--- src/lbk_pkg.sv ---
package lbk_pkg;

    // Default number of rounds
    localparam int ROUND_COUNT_DEF = 32;

    localparam int HALF_W      = 32;
    localparam int KEY_HI_W    = 64;
    localparam int KEY_LO_W    = 16;
    localparam int KEY_W       = KEY_HI_W + KEY_LO_W;
    localparam int RND_W       = 5;
    localparam int CFG_INDEX_W = 3;
    localparam int CFG_DATA_W  = 64;

    // Key register rotation amount
    localparam int KEY_ROT = 29;

    // Register reset values
    localparam logic [RND_W-1:0]  FAULT_ROUND_RST = 5'd28;
    localparam logic [HALF_W-1:0] FAULT_MASK_RST  = 32'hffff_ffff;

    // Configuration register indexes
    typedef enum logic [CFG_INDEX_W-1:0] {
        CFG_KEY_UPPER   = 3'd0,
        CFG_KEY_LOWER   = 3'd1,
        CFG_FAULT_ROUND = 3'd2,
        CFG_FAULT_MASK  = 3'd3
    } lbk_cfg_idx_t;

    // Data travelling down the round pipeline
    typedef struct packed {
        logic [HALF_W-1:0]   xl;
        logic [HALF_W-1:0]   xr;
        logic [KEY_HI_W-1:0] hi;
        logic [KEY_LO_W-1:0] lo;
    } lbk_state_t;

    // Fault injection controls handed to every stage
    typedef struct packed {
        logic [RND_W-1:0]  round;
        logic [HALF_W-1:0] mask;
    } lbk_fault_t;

    // Round S-boxes, S0 on nibble 0 up to S7 on nibble 7
    localparam logic [3:0] SB_ROUND [8][16] = '{
        '{4'd14, 4'd9,  4'd15, 4'd0,  4'd13, 4'd4,  4'd10, 4'd11,
          4'd1,  4'd2,  4'd8,  4'd3,  4'd7,  4'd6,  4'd12, 4'd5},
        '{4'd4,  4'd11, 4'd14, 4'd9,  4'd15, 4'd13, 4'd0,  4'd10,
          4'd7,  4'd12, 4'd5,  4'd6,  4'd2,  4'd8,  4'd1,  4'd3},
        '{4'd1,  4'd14, 4'd7,  4'd12, 4'd15, 4'd13, 4'd0,  4'd6,
          4'd11, 4'd5,  4'd9,  4'd3,  4'd2,  4'd4,  4'd8,  4'd10},
        '{4'd7,  4'd6,  4'd8,  4'd11, 4'd0,  4'd15, 4'd3,  4'd14,
          4'd9,  4'd10, 4'd12, 4'd13, 4'd5,  4'd2,  4'd4,  4'd1},
        '{4'd14, 4'd5,  4'd15, 4'd0,  4'd7,  4'd2,  4'd12, 4'd13,
          4'd1,  4'd8,  4'd4,  4'd9,  4'd11, 4'd10, 4'd6,  4'd3},
        '{4'd2,  4'd13, 4'd11, 4'd12, 4'd15, 4'd14, 4'd0,  4'd9,
          4'd7,  4'd10, 4'd6,  4'd3,  4'd1,  4'd8,  4'd4,  4'd5},
        '{4'd11, 4'd9,  4'd4,  4'd14, 4'd0,  4'd15, 4'd10, 4'd13,
          4'd6,  4'd12, 4'd5,  4'd7,  4'd3,  4'd8,  4'd1,  4'd2},
        '{4'd13, 4'd10, 4'd15, 4'd0,  4'd14, 4'd4,  4'd9,  4'd11,
          4'd2,  4'd1,  4'd8,  4'd3,  4'd7,  4'd5,  4'd12, 4'd6}
    };

    // Key schedule S-boxes
    localparam logic [3:0] SB_KEY8 [16] = '{
        4'd8,  4'd7,  4'd14, 4'd5,  4'd15, 4'd13, 4'd0,  4'd6,
        4'd11, 4'd12, 4'd9,  4'd10, 4'd2,  4'd4,  4'd1,  4'd3
    };
    localparam logic [3:0] SB_KEY9 [16] = '{
        4'd11, 4'd5,  4'd15, 4'd0,  4'd7,  4'd2,  4'd9,  4'd13,
        4'd4,  4'd8,  4'd1,  4'd12, 4'd14, 4'd10, 4'd3,  4'd6
    };

    // Eight parallel 4-bit substitutions
    function automatic logic [HALF_W-1:0] subst(input logic [HALF_W-1:0] v);
        logic [HALF_W-1:0] res;
        res = '0;
        for (int n = 0; n < 8; n++) begin
            res[4*n +: 4] = SB_ROUND[n][v[4*n +: 4]];
        end
        return res;
    endfunction

    // Nibble permutation
    function automatic logic [HALF_W-1:0] permute(input logic [HALF_W-1:0] v);
        return ((v >> 4) & 32'h000f_000f) | ((v << 4) & 32'hf000_f000)
             | ((v >> 8) & 32'h00f0_00f0) | ((v << 8) & 32'h0f00_0f00);
    endfunction

    // One key register update: rotate, two S-boxes, counter XOR
    function automatic logic [KEY_W-1:0] key_update(input logic [KEY_W-1:0] k,
                                                    input logic [RND_W-1:0] count);
        logic [KEY_W-1:0] r;
        r = {k[KEY_W-KEY_ROT-1:0], k[KEY_W-1:KEY_W-KEY_ROT]};
        r[79:76] = SB_KEY9[r[79:76]];
        r[75:72] = SB_KEY8[r[75:72]];
        r[50:46] = r[50:46] ^ count;
        return r;
    endfunction

endpackage

--- src/lbk_round.sv ---
module lbk_round
    import lbk_pkg::*;
#(
    parameter int ROUND_IDX = 0,
    parameter int LAST      = 0
)
(
    input  logic       clk,
    input  logic       rst_n,
    input  logic       up_valid,
    output logic       up_ready,
    input  lbk_state_t up_data,
    output logic       dn_valid,
    input  logic       dn_ready,
    output lbk_state_t dn_data,
    input  lbk_fault_t fault
);

    localparam logic [RND_W-1:0] IDX_CODE = RND_W'(ROUND_IDX);

    logic       valid_reg;
    lbk_state_t data_reg;
    lbk_state_t data_next;

    // Stage takes an item when empty or when its item moves on
    assign up_ready = !valid_reg || dn_ready;

    // One Feistel round, after one key update in every stage but the first
    always_comb
    begin
        logic [KEY_W-1:0]  k;
        logic [HALF_W-1:0] x;
        logic [HALF_W-1:0] r;
        k = {up_data.hi, up_data.lo};
        if (ROUND_IDX != 0)
        begin
            k = key_update(k, IDX_CODE);
        end
        x = up_data.xl ^ k[KEY_W-1:KEY_W-HALF_W];
        if (fault.round == IDX_CODE)
        begin
            x = x & fault.mask;
        end
        r = {up_data.xr[HALF_W-9:0], up_data.xr[HALF_W-1:HALF_W-8]} ^ permute(subst(x));
        data_next.hi = k[KEY_W-1:KEY_LO_W];
        data_next.lo = k[KEY_LO_W-1:0];
        if (LAST != 0)
        begin
            data_next.xl = up_data.xl;
            data_next.xr = r;
        end
        else
        begin
            data_next.xl = r;
            data_next.xr = up_data.xl;
        end
    end

    // Valid bit
    always_ff @(posedge clk or negedge rst_n)
    begin
        if (!rst_n)
        begin
            valid_reg <= 1'b0;
        end
        else if (up_ready)
        begin
            valid_reg <= up_valid;
        end
    end

    // Payload
    always_ff @(posedge clk)
    begin
        if (up_ready && up_valid)
        begin
            data_reg <= data_next;
        end
    end

    assign dn_valid = valid_reg;
    assign dn_data  = data_reg;

endmodule

--- config.mk ---
export PLATFORM = sky130hd
export DESIGN_NAME = lbk_round
export DESIGN_NICKNAME = d
export VERILOG_FILES = /design/src/lbk_pkg.sv /design/src/lbk_round.sv
export SDC_FILE = /design/constraint.sdc
export NUM_CORES = 1
export LEC_CHECK = 0
export ABC_AREA = 1
export BUFFER_PORTS_ARGS = -buffer_cell sky130_fd_sc_hd__buf_2
export CORE_ASPECT_RATIO = 0.6
export CORE_MARGIN = 2
export CORE_UTILIZATION = 42
export CTS_BUF_LIST = sky130_fd_sc_hd__clkbuf_4 sky130_fd_sc_hd__clkbuf_8
export DETAILED_ROUTE_END_ITERATION = 10
export GPL_TIMING_DRIVEN = 0
export PLACE_DENSITY = 0.74
export SLEW_MARGIN = 20
export SYNTH_ARGS = -nofsm -noshare
export SYNTH_HDL_FRONTEND = slang
export SYNTH_SLANG_ARGS = --single-unit
--- constraint.sdc ---
create_clock -name clk -period 15.8 [get_ports clk]
set_input_delay 1.58 -clock clk [delete_from_list [all_inputs] [get_ports clk]]
set_output_delay 1.58 -clock clk [all_outputs]
set_load 0.05 [all_outputs]
==> run summary, run 1 <==
The worst setup path is captured at a primary output. The number of max-cap violations is 0. The tightest min-delay check is of the flop to flop type. Using the TritonRoute via totals, the vias-per-cell ratio works out to 4.637. In this run the post-CTS setup repair buffer count came out at 0. The TritonCTS sink count came out at 145. The synthesized area divided by synthesized cell count is 11.95 um^2. The number of warnings issued by yosys is 0. The synthesized netlist occupies a cell area of 0.006490 mm^2.

Among the stages of the critical path, the cell type that occurs most often is buf_2. The net count of the mapped netlist is 740. The number of buffers and inverters on the critical path came out at 3. The vertical die dimension is 100.3 um. In this run the remaining antenna-violating nets after routing total 0.

The initial utilization of the core area, before any placement, comes to 0.4259. The routed wire length came out at 17.59 mm. The final cell count without fillers is 1116. The number of DRC violations after detailed routing came out at 0. From synthesis to final layout, the design area changed by 38.50%. After floorplanning, the core was divided into 35 placement rows. Setup repair after global routing left no endpoint under its margin.

The cell type group with the largest total delay on the critical path is buffers and inverters. From left edge to right edge, the die measures 164.5 um. The critical path goes through buf_2 -> inv_1 -> nand2_1 -> buf_2. The launching element type of the critical path is an input pin. The slack of the critical path is 12.12 ns. The number of hold violations in the final report came out at 0.

TritonCTS built the clock tree. Routability-driven placement finished with a final weighted congestion of 0.8629. The slew of the pin with the lowest slew margin came out at 0.6737 ns. The maximum VDD drop came out at 0.07924 mV. The number of resized instances in the post-cts repair step is 0.

The final max-slew violation count is 0. The vias after detailed routing came out at 5175. After filler insertion, the fill cell instance count of the layout stands at 1325. Dividing the final minimum period by the clock period gives 0.2330. The critical path is of the input pin to primary output type. The pin count of the biggest net entering global routing is 28. Counting instances, the worst hold path has a depth of 2. In this run the critical register-to-register path is launched from dn_valid.

Of all cell types, the one taking the most synthesized area is edfxtp_1. The stage delay of the slowest cell on the critical path is 0.22 ns. The core area is 0.01524 mm^2. The instance count of the mapped netlist came out at 543. The number of clock buffers added by TritonCTS is 17. The via count of the first global-routing pass is 4992. The total of buffers placed on input and output ports came out at 330.

The final net count is 1095. Along the worst path, the maximum fanout reaches 2. The data arrival at the endpoint of the critical path is 2.10 ns. The minimum period implied by the final worst setup slack is 3.682 ns.

The sequential cells in the finished layout cover a total of 0.004349 mm^2. The maximum operating frequency came out at 271.6 MHz. The final core area utilization is 0.5898. The number of optimization iterations in the first detailed-route pass came out at 5. The final HPWL from detailed placement came out at 14.26 mm. The required time reported for the critical path endpoint came out at 14.22 ns.

The H-tree depth came out at 4. For the worst-skew pair, the clock arrives at the later sink with an insertion delay of 0.43 ns. The final number of setup-violating endpoints came out at 0.

In the final routed layout, each cell accounts on average for 15.77 um. The clock arrives with 0.01462 ns of skew. The total negative slack came out at 0 ns. The count of different cell masters after synthesis came out at 25. The startpoint identified for the worst hold timing path is dn_valid. Power spread over the standard cell area amounts to 113.3 mW/mm^2. The worst pin sits at a relative slew slack of 0.5498. In the global route stage, overall resource usage came out at 0.2097. For this run, asynchronously set or reset flops after synthesis account for 0.006897.

The multi-input combinational cells in the finished layout cover a total of 0.001904 mm^2. The cell count of the worst reg-to-reg path came out at 4. The share of final-layout standard cells stronger than drive strength 1 is 0.4325.

The clock input transition at the sequential cells of the worst setup and hold paths came out at 0.09 ns. The hold buffer count at CTS came out at 0. Among all flip-flop cells after synthesis, the most frequent one is edfxtp_1. The fraction of the yosys area taken by sequential cells came out at 0.6701.

The fraction of synthesized cell area taken by the top area cell type is 0.6663. By area the synthesized netlist is led by edfxtp_1 (67%), nand2_1 (8.0%), xor2_1 (3.9%). The full die area is 0.01650 mm^2. The cell sitting at the root of the clock tree is a clkbuf_8.

Including well taps, the total number of placed cells is 1082. The initial antenna violation count came out at 2. The path with the worst hold slack has its endpoint at dn_valid.

The leftover overflow at the end of global routing is 0. For this block, the initial DRC count from the detailed router was 237. The endpoint identified for the worst register-to-register timing path is dn_data[102]. The static leakage is 4.227 nW. The slowest stage of the critical path belongs to the cell buf_2.

Across all register-to-register paths, the minimum setup slack is 13.86 ns. The first-pass GRT wire length is 25.52 mm. The worst-case clock buffer depth is 2. The count of boundary I/O pins is 331. The number of flops mapped to enable cells by yosys came out at 144. Before CTS, the worst setup slack after placement is 12.10 ns. The flow ran to the end, and the final reports show no timing, DRC or antenna violations. The total of flip-flops plus latches after synthesis is 145.
==> stage by stage <==
| step | hold slack [ns] | instance area [um^2] | power (W) |
|---|---|---|---|
| after floorplan | 1.133 | 6490 | 0.0006501 |
| after global placement | 0.5144 | 8396 | 0.0007181 |
| after detailed placement | 0.5749 | 8572 | 0.0007238 |
| after CTS | 0.5986 | 8984 | 0.001028 |
| after global routing | 0.6229 | 8986 | 0.001064 |
| final | 0.5956 | 8989 | 0.001018 |
==> kinds of logic after synthesis <==
family                   synth area share
AND/OR/NAND/NOR                    0.1540
flip-flops                         0.6701
adder cells (fa/ha/maj)           0.02313
XOR/XNOR                          0.07152
buffers and inverters             0.03817
AO/OA/AOI/OAI                     0.04299
==> per-layer routing <==
metal  track usage  part of all wire  up-vias
li1              -                 -     2561
met1        0.2444              0.39     2373
met2        0.3627              0.50      221
met3       0.08512             0.096       20
met4       0.05351             0.016        0
met5             0                 0        -
==> worst register-to-register path: cells and delay by family (launching register included) <==
kind | cells | cell delay (ns)
compound gates | 1 | 0.58
flops | 1 | 0.42
buf+inv | 3 | 0.62
==> power breakdown <==
| part | internal [W] | leakage (nW) | switching (W) |
|---|---|---|---|
| Combinational | 0.0000743 | 2.64 | 0.000175 |
| Sequential | 0.000458 | 1.38 | 0.00000693 |
| Clock | 0.000148 | 0.204 | 0.000156 |
| Total | 0.000680 | 4.23 | 0.000338 |
==> synthesized netlist by cell type (7+ instances only) <==
master / n
ha_1: 12
o21ai_1: 15
xor2_1: 29
nand2_1: 139
inv_1: 59
xnor2_1: 24
nand3b_1: 7
nand3_1: 35
nor2_1: 36
o21ai_2: 9
edfxtp_1: 144
==> cell type report <==
| type | count | share of cell area |
|---|---|---|
| flip-flops and latches | 145 | 0.4839 |
| multi-input cells | 335 | 0.2119 |
| repair buffers | 336 | 0.2021 |
| well taps | 203 | 0.02826 |
| clock buffers | 18 | 0.02687 |
| inverters | 59 | 0.02464 |
| clock inverters | 14 | 0.01893 |
| plain buffers | 4 | 0.002923 |
| diodes | 2 | 0.0005568 |
==> flip-flops by register name (all words and copies together) (netlist names) <==
signal / cells
dn_valid: 1
dn_data: 144
==> worst max path at each step <==
stage               cells past startpoint           end      start
CTS                                     4      up_ready   dn_ready
global route                            4      up_ready   dn_ready
global placement                        3   dn_data[89]   up_valid
floorplan                               2    dn_data[0]   up_valid
detailed placement                     14  dn_data[135]  fault[36]
finish                                  4      up_ready   dn_ready
==> placed cells by master, fill, tap and decap left out, types with 2 or more instances in the layout <==
master and count:
diode_2 2, xnor2_1 24, o21ai_1 15, nor2_1 36, ha_1 12, inv_1 59
buf_2 333, or2_2 5, buf_16 6, o21ai_2 9, bufinv_16 2, xor2_1 29
o211ai_1 6, o21ai_4 2, o21bai_1 2, inv_8 3, o21bai_2 2, inv_6 4
clkinvlp_4 2, nor2_4 2, clkinv_4 3, clkbuf_8 17, nand3_1 35, nand3b_1 7
nand4_1 6, nand2_1 139, edfxtp_1 144
Power figures use the tool's default switching activity.
==> inputs of run 2 (changes only) <==
- clock period: 15.8 -> 3.48 ns (I/O delays scaled with it)
==> run summary, run 2 (same netlist as run 1, synthesis figures left out) <==
The pre-CTS setup slack came out at 1.051 ns. The post-CTS setup buffer count is 0. For the worst flop-to-flop path, the logic depth is 4.

STA classifies the critical path startpoint as an input pin. The data arrival at the endpoint of the critical path came out at 2.15 ns. The most common library cell in the layout ignoring fill and taps is buf_2. The worst hold path begins at up_data[10]. Setup repair after global routing left no endpoint under its margin.

The overall routing resource usage is 0.2141. The tightest slew margin relative to the limit is 0.6563. For the pin with the worst max-slew slack, the measured transition is 0.5144 ns. Setup violations remaining at the end of the flow were counted as 0. The biggest fanout along the worst timing path is 10. Detailed placement ended at an HPWL of 14.25 mm.

The worst-case clock buffer depth is 2. The required time reported for the critical path endpoint is 3.67 ns. The routed wire length is 17.82 mm. The number of cells traversed by the worst hold path is 1. The total of buffers placed on input and output ports came out at 330. The flip-flop count of the largest register after layout came out at 144.

The final clock skew came out at 0.01423 ns. The final-layout worst hold slack came out at 0.08277 ns. The number of buffers created by CTS is 17. The number of filler instances in the final layout came out at 1300. The pre-antenna-repair detailed-routing pass consisted of 5 iterations.

The pin count of the biggest net entering global routing came out at 26. The reg-to-reg critical path endpoint is dn_data[117]. The number of resized instances in the post-cts repair step is 0.

The area growth from synthesis to layout is 38.48%. For this run, the top clock speed supported by timing is 511.5 MHz. Detailed routing inserted a total of 5213 vias.

The via-per-instance ratio came out at 4.663. The maximum VDD drop came out at 0.2778 mV. The run finished with clean final reports.

The share of final-layout standard cells stronger than drive strength 1 is 0.4331. The initial antenna violation count is 4. The static leakage came out at 4.219 nW. The startpoint identified for the worst register-to-register timing path is dn_valid.

The hold buffer count at CTS came out at 1. The total negative slack came out at 0 ns. The width of the die is 164.5 um. The TritonCTS sink count came out at 145. The congestion estimate from routability-driven global placement came to 0.8425.

Leaving out fill and tap cells, the most frequent cells in the layout are buf_2 (333), edfxtp_1 (144), nand2_1 (139). The ratio of total power to cell area is 504.2 mW/mm^2. The initial standard-cell utilization of the core came out at 0.4259.

The number of max-cap violations is 0. The via count of the first global-routing pass is 5150. The clock input transition at the sequential cells of the worst setup and hold paths came out at 0.10 ns.

The final max-slew violation count is 0. After detailed routing, the number of remaining DRC violations is 0. The count of boundary I/O pins came out at 331. The routed length per instance came out at 15.94 um.

The violation count after the first detailed-route iteration is 309. The slack of the critical path came out at 1.525 ns. The final net count came out at 1097. The detail route stage leaves a number of antenna-violating nets equal to 0.

The path class of the tightest hold or removal check is input pin to flop. Subtracting the final worst setup slack from the clock period gives 1.955 ns. The full die area came out at 0.01650 mm^2. At the end of the flow the core is filled with cells to 0.5897. The first-pass GRT wire length came out at 26.38 mm. The leftover overflow at the end of global routing is 0. The critical path endpoint category is a flop. The vertical die dimension came out at 100.3 um.

The CTS tree is yes. The endpoint of the worst hold-timing path is dn_data[10]. The share of the clock period used by the worst path after layout is 0.5618. The cell sitting at the root of the clock tree is a clkbuf_8.

The core area came out at 0.01524 mm^2. The insertion delay to the later sink of the worst-skew pair is 0.43 ns. The site row count came out at 35. The startpoint-to-endpoint class of the critical path is input pin to flop. The worst register-to-register path has a setup slack of 1.68 ns. The number of hold violations in the final report is 0. The H-tree depth is 4.
-- run 2: cell count changes in the layout (fill, tap and decap cells not counted), sizes merged --
cell / delta
diode: +1
clkinvlp: +1
clkbuf: -1
buf: +1
dlygate4sd3: +1
bufinv: -1
-- run 2: report_power, final --
group          total (W)  leakage (nW)  switching, W  internal [W]
clock            0.00128         0.185      0.000695      0.000588
combinational    0.00114          2.65      0.000799      0.000340
sequential       0.00211          1.38     0.0000318       0.00208
-- run 2: metrics by stage --
stage | std cells | cell area [um^2] | total power [W]
final | 1118 | 8987 | 0.004531
after floorplan | 543 | 6502 | 0.002934
after detailed placement | 1083 | 8588 | 0.003288
after global placement | 1076 | 8408 | 0.003235
after global routing | 1118 | 8987 | 0.004745
after CTS | 1115 | 8980 | 0.004567
-- run 2: critical path: stages --
cell     delay [ns]
buf_2          0.07
inv_1          0.11
nand3_4        0.19
buf_2          0.36
nor2_1         0.07
nor2_1         0.31
inv_1          0.09
ha_1           0.21
nand3_1        0.08
nand2_1        0.06
inv_1          0.06
nand2_1        0.06
nand3_1        0.07
nand2_1        0.05
-- run 2: worst max path at each step --
stage                     cells past startpoint  slack [ns]       from            to
after floorplan                               1        0.05   dn_valid    dn_data[0]
after CTS                                    14        1.53  fault[36]  dn_data[135]
final                                        14        1.52  fault[36]  dn_data[135]
after detailed placement                     14        1.05  fault[36]  dn_data[135]
after global routing                         14        1.38  fault[36]  dn_data[135]
after global placement                        3       -0.78   dn_ready   dn_data[72]
-- run 2: area by class of cell --
class,instances,area (um^2),area share
diodes,3,7.507,0.0008353
plain buffers,4,26.28,0.002924
clock buffers,17,234.0,0.02603
clock inverters,14,147.6,0.01643
inverters,59,221.5,0.02464
multi-input cells,335,1904,0.2119
flip-flops and latches,145,4350,0.4841
well taps,203,254.0,0.02826
repair buffers,338,1842,0.2049
-- run 2: metal layers --
metal / up-vias / track usage / routed length, um
met3: 26 / 0.08017 / 1536
li1: 2557 / - / -
met4: 0 / 0.07291 / 327
met1: 2419 / 0.2442 / 6902
met5: - / 0 / 0
met2: 211 / 0.3734 / 9052
