[config.mk]
export PLATFORM = sky130hd
export DESIGN_NAME = lbk_cfg
export DESIGN_NICKNAME = d
export VERILOG_FILES = /design/src/lbk_pkg.sv /design/src/lbk_cfg.sv
export SDC_FILE = /design/constraint.sdc
export NUM_CORES = 1
export LEC_CHECK = 0
export BUFFER_PORTS_ARGS = -buffer_cell sky130_fd_sc_hd__clkbuf_2
export CAP_MARGIN = 20
export CORE_MARGIN = 8
export CORE_UTILIZATION = 44
export DETAILED_ROUTE_END_ITERATION = 10
export PLACE_DENSITY = 0.76
export SETUP_SLACK_MARGIN = 0.15
export SLEW_MARGIN = 15
export SYNTH_ARGS = -nofsm -noshare
export SYNTH_HDL_FRONTEND = slang
export SYNTH_SLANG_ARGS = --single-unit
export TNS_END_PERCENT = 100
[constraint.sdc]
create_clock -name clk -period 0.8 [get_ports clk]
set_input_delay 0.16 -clock clk [delete_from_list [all_inputs] [get_ports clk]]
set_output_delay 0.16 -clock clk [all_outputs]
set_load 0.01 [all_outputs]
[src/lbk_pkg.sv]
package lbk_pkg;

    // Default number of rounds
    localparam int ROUND_COUNT_DEF = 32;

    localparam int HALF_W      = 32;
    localparam int KEY_HI_W    = 64;
    localparam int KEY_LO_W    = 16;
    localparam int KEY_W       = KEY_HI_W + KEY_LO_W;
    localparam int RND_W       = 5;
    localparam int CFG_INDEX_W = 3;
    localparam int CFG_DATA_W  = 64;

    // Key register rotation amount
    localparam int KEY_ROT = 29;

    // Register reset values
    localparam logic [RND_W-1:0]  FAULT_ROUND_RST = 5'd28;
    localparam logic [HALF_W-1:0] FAULT_MASK_RST  = 32'hffff_ffff;

    // Configuration register indexes
    typedef enum logic [CFG_INDEX_W-1:0] {
        CFG_KEY_UPPER   = 3'd0,
        CFG_KEY_LOWER   = 3'd1,
        CFG_FAULT_ROUND = 3'd2,
        CFG_FAULT_MASK  = 3'd3
    } lbk_cfg_idx_t;

    // Data travelling down the round pipeline
    typedef struct packed {
        logic [HALF_W-1:0]   xl;
        logic [HALF_W-1:0]   xr;
        logic [KEY_HI_W-1:0] hi;
        logic [KEY_LO_W-1:0] lo;
    } lbk_state_t;

    // Fault injection controls handed to every stage
    typedef struct packed {
        logic [RND_W-1:0]  round;
        logic [HALF_W-1:0] mask;
    } lbk_fault_t;

    // Round S-boxes, S0 on nibble 0 up to S7 on nibble 7
    localparam logic [3:0] SB_ROUND [8][16] = '{
        '{4'd14, 4'd9,  4'd15, 4'd0,  4'd13, 4'd4,  4'd10, 4'd11,
          4'd1,  4'd2,  4'd8,  4'd3,  4'd7,  4'd6,  4'd12, 4'd5},
        '{4'd4,  4'd11, 4'd14, 4'd9,  4'd15, 4'd13, 4'd0,  4'd10,
          4'd7,  4'd12, 4'd5,  4'd6,  4'd2,  4'd8,  4'd1,  4'd3},
        '{4'd1,  4'd14, 4'd7,  4'd12, 4'd15, 4'd13, 4'd0,  4'd6,
          4'd11, 4'd5,  4'd9,  4'd3,  4'd2,  4'd4,  4'd8,  4'd10},
        '{4'd7,  4'd6,  4'd8,  4'd11, 4'd0,  4'd15, 4'd3,  4'd14,
          4'd9,  4'd10, 4'd12, 4'd13, 4'd5,  4'd2,  4'd4,  4'd1},
        '{4'd14, 4'd5,  4'd15, 4'd0,  4'd7,  4'd2,  4'd12, 4'd13,
          4'd1,  4'd8,  4'd4,  4'd9,  4'd11, 4'd10, 4'd6,  4'd3},
        '{4'd2,  4'd13, 4'd11, 4'd12, 4'd15, 4'd14, 4'd0,  4'd9,
          4'd7,  4'd10, 4'd6,  4'd3,  4'd1,  4'd8,  4'd4,  4'd5},
        '{4'd11, 4'd9,  4'd4,  4'd14, 4'd0,  4'd15, 4'd10, 4'd13,
          4'd6,  4'd12, 4'd5,  4'd7,  4'd3,  4'd8,  4'd1,  4'd2},
        '{4'd13, 4'd10, 4'd15, 4'd0,  4'd14, 4'd4,  4'd9,  4'd11,
          4'd2,  4'd1,  4'd8,  4'd3,  4'd7,  4'd5,  4'd12, 4'd6}
    };

    // Key schedule S-boxes
    localparam logic [3:0] SB_KEY8 [16] = '{
        4'd8,  4'd7,  4'd14, 4'd5,  4'd15, 4'd13, 4'd0,  4'd6,
        4'd11, 4'd12, 4'd9,  4'd10, 4'd2,  4'd4,  4'd1,  4'd3
    };
    localparam logic [3:0] SB_KEY9 [16] = '{
        4'd11, 4'd5,  4'd15, 4'd0,  4'd7,  4'd2,  4'd9,  4'd13,
        4'd4,  4'd8,  4'd1,  4'd12, 4'd14, 4'd10, 4'd3,  4'd6
    };

    // Eight parallel 4-bit substitutions
    function automatic logic [HALF_W-1:0] subst(input logic [HALF_W-1:0] v);
        logic [HALF_W-1:0] res;
        res = '0;
        for (int n = 0; n < 8; n++) begin
            res[4*n +: 4] = SB_ROUND[n][v[4*n +: 4]];
        end
        return res;
    endfunction

    // Nibble permutation
    function automatic logic [HALF_W-1:0] permute(input logic [HALF_W-1:0] v);
        return ((v >> 4) & 32'h000f_000f) | ((v << 4) & 32'hf000_f000)
             | ((v >> 8) & 32'h00f0_00f0) | ((v << 8) & 32'h0f00_0f00);
    endfunction

    // One key register update: rotate, two S-boxes, counter XOR
    function automatic logic [KEY_W-1:0] key_update(input logic [KEY_W-1:0] k,
                                                    input logic [RND_W-1:0] count);
        logic [KEY_W-1:0] r;
        r = {k[KEY_W-KEY_ROT-1:0], k[KEY_W-1:KEY_W-KEY_ROT]};
        r[79:76] = SB_KEY9[r[79:76]];
        r[75:72] = SB_KEY8[r[75:72]];
        r[50:46] = r[50:46] ^ count;
        return r;
    endfunction

endpackage

[src/lbk_cfg.sv]
module lbk_cfg
    import lbk_pkg::*;
(
    input  logic                   clk,
    input  logic                   rst_n,
    input  logic                   cfg_valid,
    output logic                   cfg_ready,
    input  logic [CFG_INDEX_W-1:0] cfg_index,
    input  logic [CFG_DATA_W-1:0]  cfg_data,
    output logic [KEY_HI_W-1:0]    key_hi,
    output logic [KEY_LO_W-1:0]    key_lo,
    output lbk_fault_t             fault
);

    logic [KEY_HI_W-1:0] key_hi_reg;
    logic [KEY_LO_W-1:0] key_lo_reg;
    logic [RND_W-1:0]    fault_round_reg;
    logic [HALF_W-1:0]   fault_mask_reg;

    // Writes are always accepted
    assign cfg_ready = 1'b1;

    // Register file; unknown indexes are dropped
    always_ff @(posedge clk or negedge rst_n)
    begin
        if (!rst_n)
        begin
            key_hi_reg      <= '0;
            key_lo_reg      <= '0;
            fault_round_reg <= FAULT_ROUND_RST;
            fault_mask_reg  <= FAULT_MASK_RST;
        end
        else if (cfg_valid)
        begin
            case (cfg_index)
                CFG_KEY_UPPER:   key_hi_reg      <= cfg_data;
                CFG_KEY_LOWER:   key_lo_reg      <= cfg_data[KEY_LO_W-1:0];
                CFG_FAULT_ROUND: fault_round_reg <= cfg_data[RND_W-1:0];
                CFG_FAULT_MASK:  fault_mask_reg  <= cfg_data[HALF_W-1:0];
                default:         ;
            endcase
        end
    end

    assign key_hi      = key_hi_reg;
    assign key_lo      = key_lo_reg;
    assign fault.round = fault_round_reg;
    assign fault.mask  = fault_mask_reg;

endmodule

==> results of run 1 <==
==> metrics by stage <==
stage	hold slack (ns)	instance area, um^2
after global placement	0.05792	6045
final	-0.09291	9164
after detailed placement	0.05257	6045
after global routing	-0.1119	9164
after CTS	-0.1101	8190
after floorplan	-0.1356	4857
==> worst register-to-register path: stages (launching register included) <==
cell and delay, ns:
sky130_fd_sc_hd__dfrtp_1 0.41, sky130_fd_sc_hd__buf_6 0.13, sky130_fd_sc_hd__buf_6 0.10, sky130_fd_sc_hd__mux2_4 0.27
==> kinds of logic after synthesis <==
kind of cell,Yosys count,synth area share (%)
flops,117,62.24
buf+inv,13,3.564
mux,117,33.10
other cells,1,0.07854
simple gates,4,1.022
==> final cells by class <==
type | instances | area (um^2) | share of cell area (%)
multi-input cells | 122 | 1826 | 19.92
repair buffers | 379 | 3595 | 39.23
clock inverters | 4 | 95.09 | 1.038
well taps | 140 | 175.2 | 1.912
clock buffers | 27 | 501.7 | 5.475
flip-flops and latches | 117 | 2972 | 32.43
==> worst paths after layout <==
| check | start | endpoint | slack (ns) |
|---|---|---|---|
| max | fault_mask_reg[30]$_DFFE_PN1P_ | fault[30] | -0.55 |
| min | cfg_data[50] | key_hi[50]$_DFFE_PN0P_ | -0.09 |
| max reg2reg | key_hi[51]$_DFFE_PN0P_ | key_hi[51]$_DFFE_PN0P_ | -0.24 |
| min reg2reg | key_hi[63]$_DFFE_PN0P_ | key_hi[63]$_DFFE_PN0P_ | 0.51 |
| max in group asynchronous | rst_n | fault_mask_reg[21]$_DFFE_PN1P_ | 0.25 |
| min in group asynchronous | rst_n | key_hi[25]$_DFFE_PN0P_ | 0.07 |
==> power by group through the flow <==
stage / registers, mW / clock network [mW] / logic [mW]
after floorplan: 8.90 / 0 / 1.81
after global placement: 8.28 / 0 / 4.45
after detailed placement: 8.35 / 0 / 4.55
after CTS: 8.28 / 7.75 / 6.11
after global routing: 8.72 / 8.14 / 8.69
final: 8.62 / 7.73 / 8.28
==> per-layer routing <==
layer	up-vias	track usage, %
met5	-	0
met4	0	8.041
li1	1663	-
met2	153	37.55
met1	1923	24.35
met3	31	6.713
==> cell usage in the layout (no fill, tap or decap), drive strengths merged, types with 2 or more instances in the layout <==
| cell | synthesis | final |
|---|---|---|
| buf | 13 | 215 |
| clkbuf | 0 | 149 |
| mux2 | 117 | 117 |
| dfrtp | 82 | 82 |
| dlygate4sd3 | 0 | 42 |
| dfstp | 35 | 35 |
| bufinv | 0 | 3 |
| and4bb | 2 | 2 |
==> timing repair <==
item	CTS	global route
gates resized for setup	80	179
setup endpoints to repair	234	239
pin swaps	1	1
cloned	10	0
hold endpoints to repair	208	65
buffers inserted	66	53
==> flow_results.org, run 1 <==
** Status
- Outcome :: finished, violations left
- The checks that failed: negative hold slack, negative setup slack.

** Setup path
- Walking the worst path, the cells encountered are buf_6.
- The worst register-to-register path has a depth of 3.
- Of all nets on the critical path, the largest fanout is 2.
- Critical path data required time :: 0.64 ns
- Maximum cell stage delay along the critical path :: 0.57 ns
- The worst setup path is launched from a register.
- Slowest stage cell on the critical path :: sky130_fd_sc_hd__dfstp_2
- Critical path buffer and inverter count :: 1
- Worst path depth :: 1
- Kind of end point of the critical path :: output port
- The critical path is of the reg2out type.
- At the worst endpoint, the arrival time is 1.19 ns.
- On the critical path the largest part of the delay comes from flip-flops.

** Die
- Die Span X :: 120.2 um
- The die covers 14440 um^2.
- Y dimension of the die :: 120.2 um
- The initial utilization of the core area, before any placement, comes to 44.63%.
- Pin placement for this block handled 188 I/O pins.
- After floorplanning, the core was sized to cover 10700 um^2.
- After floorplanning, the core was divided into 38 placement rows.

** Global routing
- The initial antenna violation count came to 0.
- GR Overflow Total :: 0
- The first global-routing pass estimated 23.78 mm of wire.
- Maximum number of pins on one net before global-route repair :: 34
- Vias in the first global route :: 4209
- Total GRT Usage :: 21.54%

** Detailed routing
- Count of routing violations after the opening detailed-route iteration :: 154
- Detailed-routing wirelength on met1 :: 6.792 mm
- Post-detailed-route DRC marker count :: 0
- In the detailed route, the total length drawn on met2 is 9.561 mm.
- Wire segments on met3 add up to 1.014 mm in the final route.
- Top sig layer :: met4
- The first detailed-routing pass ran for 4 iterations.
- Final routed wirelength across all metal layers :: 17.82 mm
- For this block, the via count after detailed routing is 3770.
- Average vias per placed instance :: 4.778
- Once detail routing completed, the nets flagged for antenna violations numbered 0.
- In the final routed layout, each cell accounts on average for 22.58 um.

** Yosys
- After synthesis, the share of flip-flops with an asynchronous set or reset is 100.0%.
- After synthesis, the largest area contributor takes up 42.98% of total cell area.
- Number of distinct library cells after synthesis :: 12
- Top cells by area in the synthesized netlist :: sky130_fd_sc_hd__dfrtp_1, sky130_fd_sc_hd__mux2_4, sky130_fd_sc_hd__dfstp_2
- Post-synth top flop :: sky130_fd_sc_hd__dfrtp_1
- The Yosys step of the flow raised 0 warnings.
- Top cells by count, synth :: sky130_fd_sc_hd__dfrtp_1, sky130_fd_sc_hd__mux2_4, sky130_fd_sc_hd__mux2_2
- Mapped Nets :: 322
- Synthesis inferred 117 register bits.
- The synthesized design contains 0 enable-type register cells.
- Synthesized netlist cell count :: 252
- Sequential elements use 62.24% of the synthesized area.
- Post-synthesis cell type with the largest combined area :: sky130_fd_sc_hd__dfrtp_1
- Post-Syn Area :: 4775 um^2
- By instance count, the leading cell after synthesis is sky130_fd_sc_hd__dfrtp_1.
- Avg Cell Area, Syn :: 18.95 um^2

** Clocking
- Number of clock sinks :: 117
- At the later pin of the worst-skew pair, clock insertion delay measures 0.50 ns.
- CTS built an H-tree with a depth of 4.
- TritonCTS built the clock tree.
- Hold repair after CTS inserted 42 buffers.
- Num CTS Buffers :: 17
- The clock passes through at most 2 buffers.
- Root buffer cell :: sky130_fd_sc_hd__clkbuf_8
- Clock-pin slew was measured on the worst setup and hold paths at 0.06 ns.

** Power
- Largest voltage drop on the vdd net :: 1560 uV
- Registers are responsible for 35.0% of the overall power.
- Share of power burned in the clock network :: 31.4%
- Power per cell area :: 2688 nW/um^2
- Total internal power :: 18.20 mW
- Summed over all cells, the static leakage comes to 4.608 nW.
- Of the total power, combinational logic draws 33.6%.
- For this design the total switching power over the nets is 6.427 mW.
- In this run switching power makes up 26.10% of total power.
- The design draws 24.63 mW.

** Hold path
- Hold path depth :: 2
- Worst hold path type :: in2reg

** Cells and area
- Flip-flop count of the largest register, all copies and words added :: 64
- Diodes inserted :: 0
- P&R area growth vs syn :: 91.93%
- Filler Cells Inserted :: 478
- Of the cells placed in the final design, the portion with a size suffix greater than 1 is 79.82%.
- Cells fill 85.66% of the core in the end.
- The net count of the finished layout is 707.
- Once layout is complete, the cells apart from fillers number 789.

** Timing
- For the final database, setup skew stands at 0 ns.
- Minimum hold slack :: -0.09291 ns
- The number of max-slew violations in the final report is 0.
- Setup slack on the critical path of the routed design comes to -0.5451 ns.
- In the final timing run, aggregate negative setup slack is -65.70 ns.
- Hold violation total from the final report :: 60
- After layout, the minimum clock period comes to 1.345 ns.
- Setup repair after global routing missed its margin :: true
- Setup violations remaining at the end of the flow were counted as 231.
- Max Clk Rate :: 0.7434 GHz
- Of the available clock period, the critical path in the final layout requires 168.1%.

** Placement
- Placer Congestion :: 0.7668
- Hpwl dp :: 8.624 mm
- Worst slack at placement :: -0.6358 ns
- In this run, placement finished with an instance count of 587.
- Port buffering added 186 buffers.

** Job
- Max-cap violations in this run came to 0.
Note: power is estimated with default switching activity, not from simulation.
==> run 2: changes to the inputs <==
--- a/config.mk
+++ b/config.mk
@@ -11,6 +11,7 @@
 export CORE_UTILIZATION = 44
 export DETAILED_ROUTE_END_ITERATION = 10
 export PLACE_DENSITY = 0.76
+export REMOVE_ABC_BUFFERS = 1
 export SETUP_SLACK_MARGIN = 0.15
 export SLEW_MARGIN = 15
 export SYNTH_ARGS = -nofsm -noshare
==> flow_results.org, run 2 (same netlist as run 1, synthesis figures left out) <==
** Detailed routing
- The total routed wirelength was 18.59 mm (+4.3%).
- Iteration count of the initial detailed-routing pass :: 4 (unchanged)
- Average vias per placed instance :: 4.868 (+1.9%)
- Post-detailed-route DRC marker count :: 0 (unchanged)
- Count of routing violations after the opening detailed-route iteration :: 182 (+18%)
- The wire length per cell after detailed routing is 23.56 um (+4.3%).
- The overall via count from detail_route was 3841 (+1.9%).
- Remaining antenna violation count after routing :: 0 (unchanged)

** Setup path
- The most critical setup path has its startpoint at fault_mask_reg[24]$_DFFE_PN1P_.
- Traced cell by cell, the critical path runs through buf_6.
- The slowest stage of the critical path belongs to the cell sky130_fd_sc_hd__dfstp_2.
- The worst setup path is of the reg2out kind.
- On the critical path the largest part of the delay comes from flip-flops.
- Kind of end point of the critical path :: output port
- Arrival @ worst endpoint :: 1.19 ns (about the same)
- Source of the worst register-to-register timing path :: key_hi[57]$_DFFE_PN0P_
- The critical-path maximum fanout came to 2 (unchanged).
- Startpoint class of the critical path :: register
- Maximum cell stage delay along the critical path :: 0.56 ns (about the same)
- Critical path data required time :: 0.64 ns (about the same)
- The reg-to-reg setup timing slack came to -0.26 ns (-0.02 ns).
- The combined buffer and inverter count along the critical path was 1 (unchanged).

** Global routing
- Number of antenna violations at the first check in global routing :: 1 (+1)
- The global-route wire length before repair was 25.51 mm (+7.3%).
- The total routing usage reported by global routing was 23.27% (+1.7 points).
- The number of global-route vias before repair is 4375 (+3.9%).
- GR Overflow Total :: 0 (unchanged)
- The pin count of the biggest net entering global routing came to 45 (+32%).

** Timing
- The aggregate negative setup slack was -68.88 ns (-3.181 ns).
- Final-report setup violation count :: 224 (-3.0%)
- The number of endpoints with negative hold slack in the final report is 20 (-67%).
- Final clock skew :: 0 ns (unchanged)
- The final critical path time including I/O delays and setup came to 1.355 ns (+0.009482 ns).
- Setup repair after global routing missed its margin :: true
- The worst hold margin is -0.08098 ns (+0.01192 ns).
- Setup slack of the critical path after layout :: -0.5546 ns (-0.009482 ns)
- The final worst-path cycle share was 169.3% (+1.2 points).
- Number of pins with negative max-slew slack in the final report :: 0 (unchanged)
- The maximum clock frequency is 0.7382 GHz (-0.70%).

** Clocking
- The number of buffers inserted for hold repair after clock tree synthesis came to 60 (+43%).
- Maximum buffer depth of the clock tree :: 2 (unchanged)
- Reg clk slew, reported paths :: 0.06 ns (about the same)
- The number of levels the H-tree was split into came to 4 (unchanged).
- Num CTS Buffers :: 17 (unchanged)
- The number of clock sinks seen by CTS came to 117 (unchanged).
- Root buffer cell :: sky130_fd_sc_hd__clkbuf_8
- The latest clock arrival within the worst-skew pair is 0.53 ns (+0.03 ns).
- TritonCTS built the clock tree.

** Power
- The worst vdd rail ir drop was 2138 uV (+37%).
- The power density over cell area came to 2673 nW/um^2 (-0.53%).
- Net switching component of the power :: 6.483 mW (+0.86%)
- Total internal power :: 17.83 mW (-2.0%)
- The switching portion of total power was 26.66% (+0.57 points).
- Leakage power summed over all cells :: 4.547 nW (-1.3%)
- The sequential fraction of design power is 35.3% (+0.3 points).
- Share of power burned in combinational logic :: 32.4% (-1.2 points)
- Share of power burned in the clock network :: 32.2% (+0.8 points)

** Placement
- The number of buffer cells added on primary ports was 186 (unchanged).
- Placer Congestion :: 0.7415 (-3.3%)
- Worst slack at placement :: -0.7243 ns (-0.08853 ns)
- The post-detailed-placement half-perimeter wirelength was 8.403 mm (-2.6%).

** Cells and area
- Leaving out fill and tap cells, the most frequent cell in the layout is sky130_fd_sc_hd__clkbuf_2.
- In the layout the commonest cells are sky130_fd_sc_hd__clkbuf_2, sky130_fd_sc_hd__mux2_4, sky130_fd_sc_hd__buf_6, sky130_fd_sc_hd__dfrtp_1, sky130_fd_sc_hd__dlygate4sd3_1.
- P&R area growth vs syn :: 90.49%
- The fraction of final layout cells with drive strength greater than 1 is 77.62% (-2.2 points).
- The area of the multi-input gates came to 1807 um^2 (-1.0%).
- Flip-flop count of the largest register, all copies and words added :: 64 (unchanged)
- Area used by sequential logic in the layout :: 2972 um^2 (unchanged)
- Filler Cells Inserted :: 459 (-4.0%)
- Final #Nets :: 705 (-0.28%)

** Status
- Outcome :: finished, violations left
- Violations in the final reports :: negative hold slack, negative setup slack

** Die
- The area inside the core boundary was 10700 um^2 (unchanged).
- Count of standard-cell rows :: 38 (unchanged)
- Boundary Pins :: 188 (unchanged)
- Die area :: 14440 um^2 (unchanged)
- The effective utilization at floorplan came to 44.63% (unchanged).
- The horizontal die dimension is 120.2 um (unchanged).
- Y dimension of the die :: 120.2 um (unchanged)

** Hold path
- The worst hold path begins at cfg_data[2].
- Worst hold path type :: in2reg

** Job
- The max-capacitance violation count is 0 (unchanged).
-- run 2: changes by cell type in the layout (fill, tap and decap cells not counted), moves of 7 or more --
cell                            change
sky130_fd_sc_hd__buf_4             +12
sky130_fd_sc_hd__buf_6             -37
sky130_fd_sc_hd__dlygate4sd3_1     +18
sky130_fd_sc_hd__buf_2              +8
sky130_fd_sc_hd__clkbuf_2           -7
-- run 2: power by group through the flow --
stage               clock (mW)  sequential, mW  combinational [mW]
finish                    7.84            8.59                7.88
global route              8.23            8.71                8.29
CTS                       7.85            8.28                6.02
detailed placement           0            8.34                4.45
global placement             0            8.26                4.34
floorplan                    0            8.89                1.72
-- run 2: path summary, 6_finish.rpt --
path                                                       end  depth (start not counted)
worst min register to register          key_hi[43]$_DFFE_PN0P_                          1
worst min-delay path                     key_hi[2]$_DFFE_PN0P_                          2
max in group asynchronous       fault_mask_reg[11]$_DFFE_PN1P_                          3
worst max-delay path                                 fault[24]                          1
worst max register to register          key_hi[57]$_DFFE_PN0P_                          3
min in group asynchronous               key_hi[27]$_DFFE_PN0P_                          3
-- run 2: per-layer routing --
metal / global-route usage [%] / share of wire [%] / vias to the layer above
met2: 40.69 / 53 / 167
met4: 8.665 / 2.3 / 0
met1: 25.58 / 38 / 1971
li1: - / - / 1664
met5: 0 / 0 / -
met3: 8.252 / 6.3 / 39
-- run 2: area by class of cell --
type                            count  area share (%)
Timing Repair Buffer              377           38.81
Tap cell                          140           1.926
Sequential cell                   117           32.67
Clock inverter                      9           1.348
Antenna cell                        1         0.02751
Clock buffer                       23           5.351
Multi-Input combinational cell    122           19.87
-- run 2: per-stage QoR --
stage                     hold WS [ns]  instances  instance area [um^2]  power [mW]  util [%]
after global routing           -0.1003        789                  9095       25.22     85.02
after detailed placement        0.1776        581                  5917       12.79     55.31
after global placement          0.1775        581                  5917       12.60     55.31
after floorplan                -0.1356        239                  4604       10.61         -
after CTS                      -0.1002        744                  8328       22.16     77.85
final                         -0.08098        789                  9095       24.31     85.02
-- run 2: what timing repair did --
item / 4_1_cts / 5_1_grt
cloned: 13 / 0
resized for setup: 88 / 155
endpoints found under the setup margin: 234 / 234
pin swaps: 3 / 2
hold endpoints to repair: 234 / 20
buffers inserted: 58 / 44
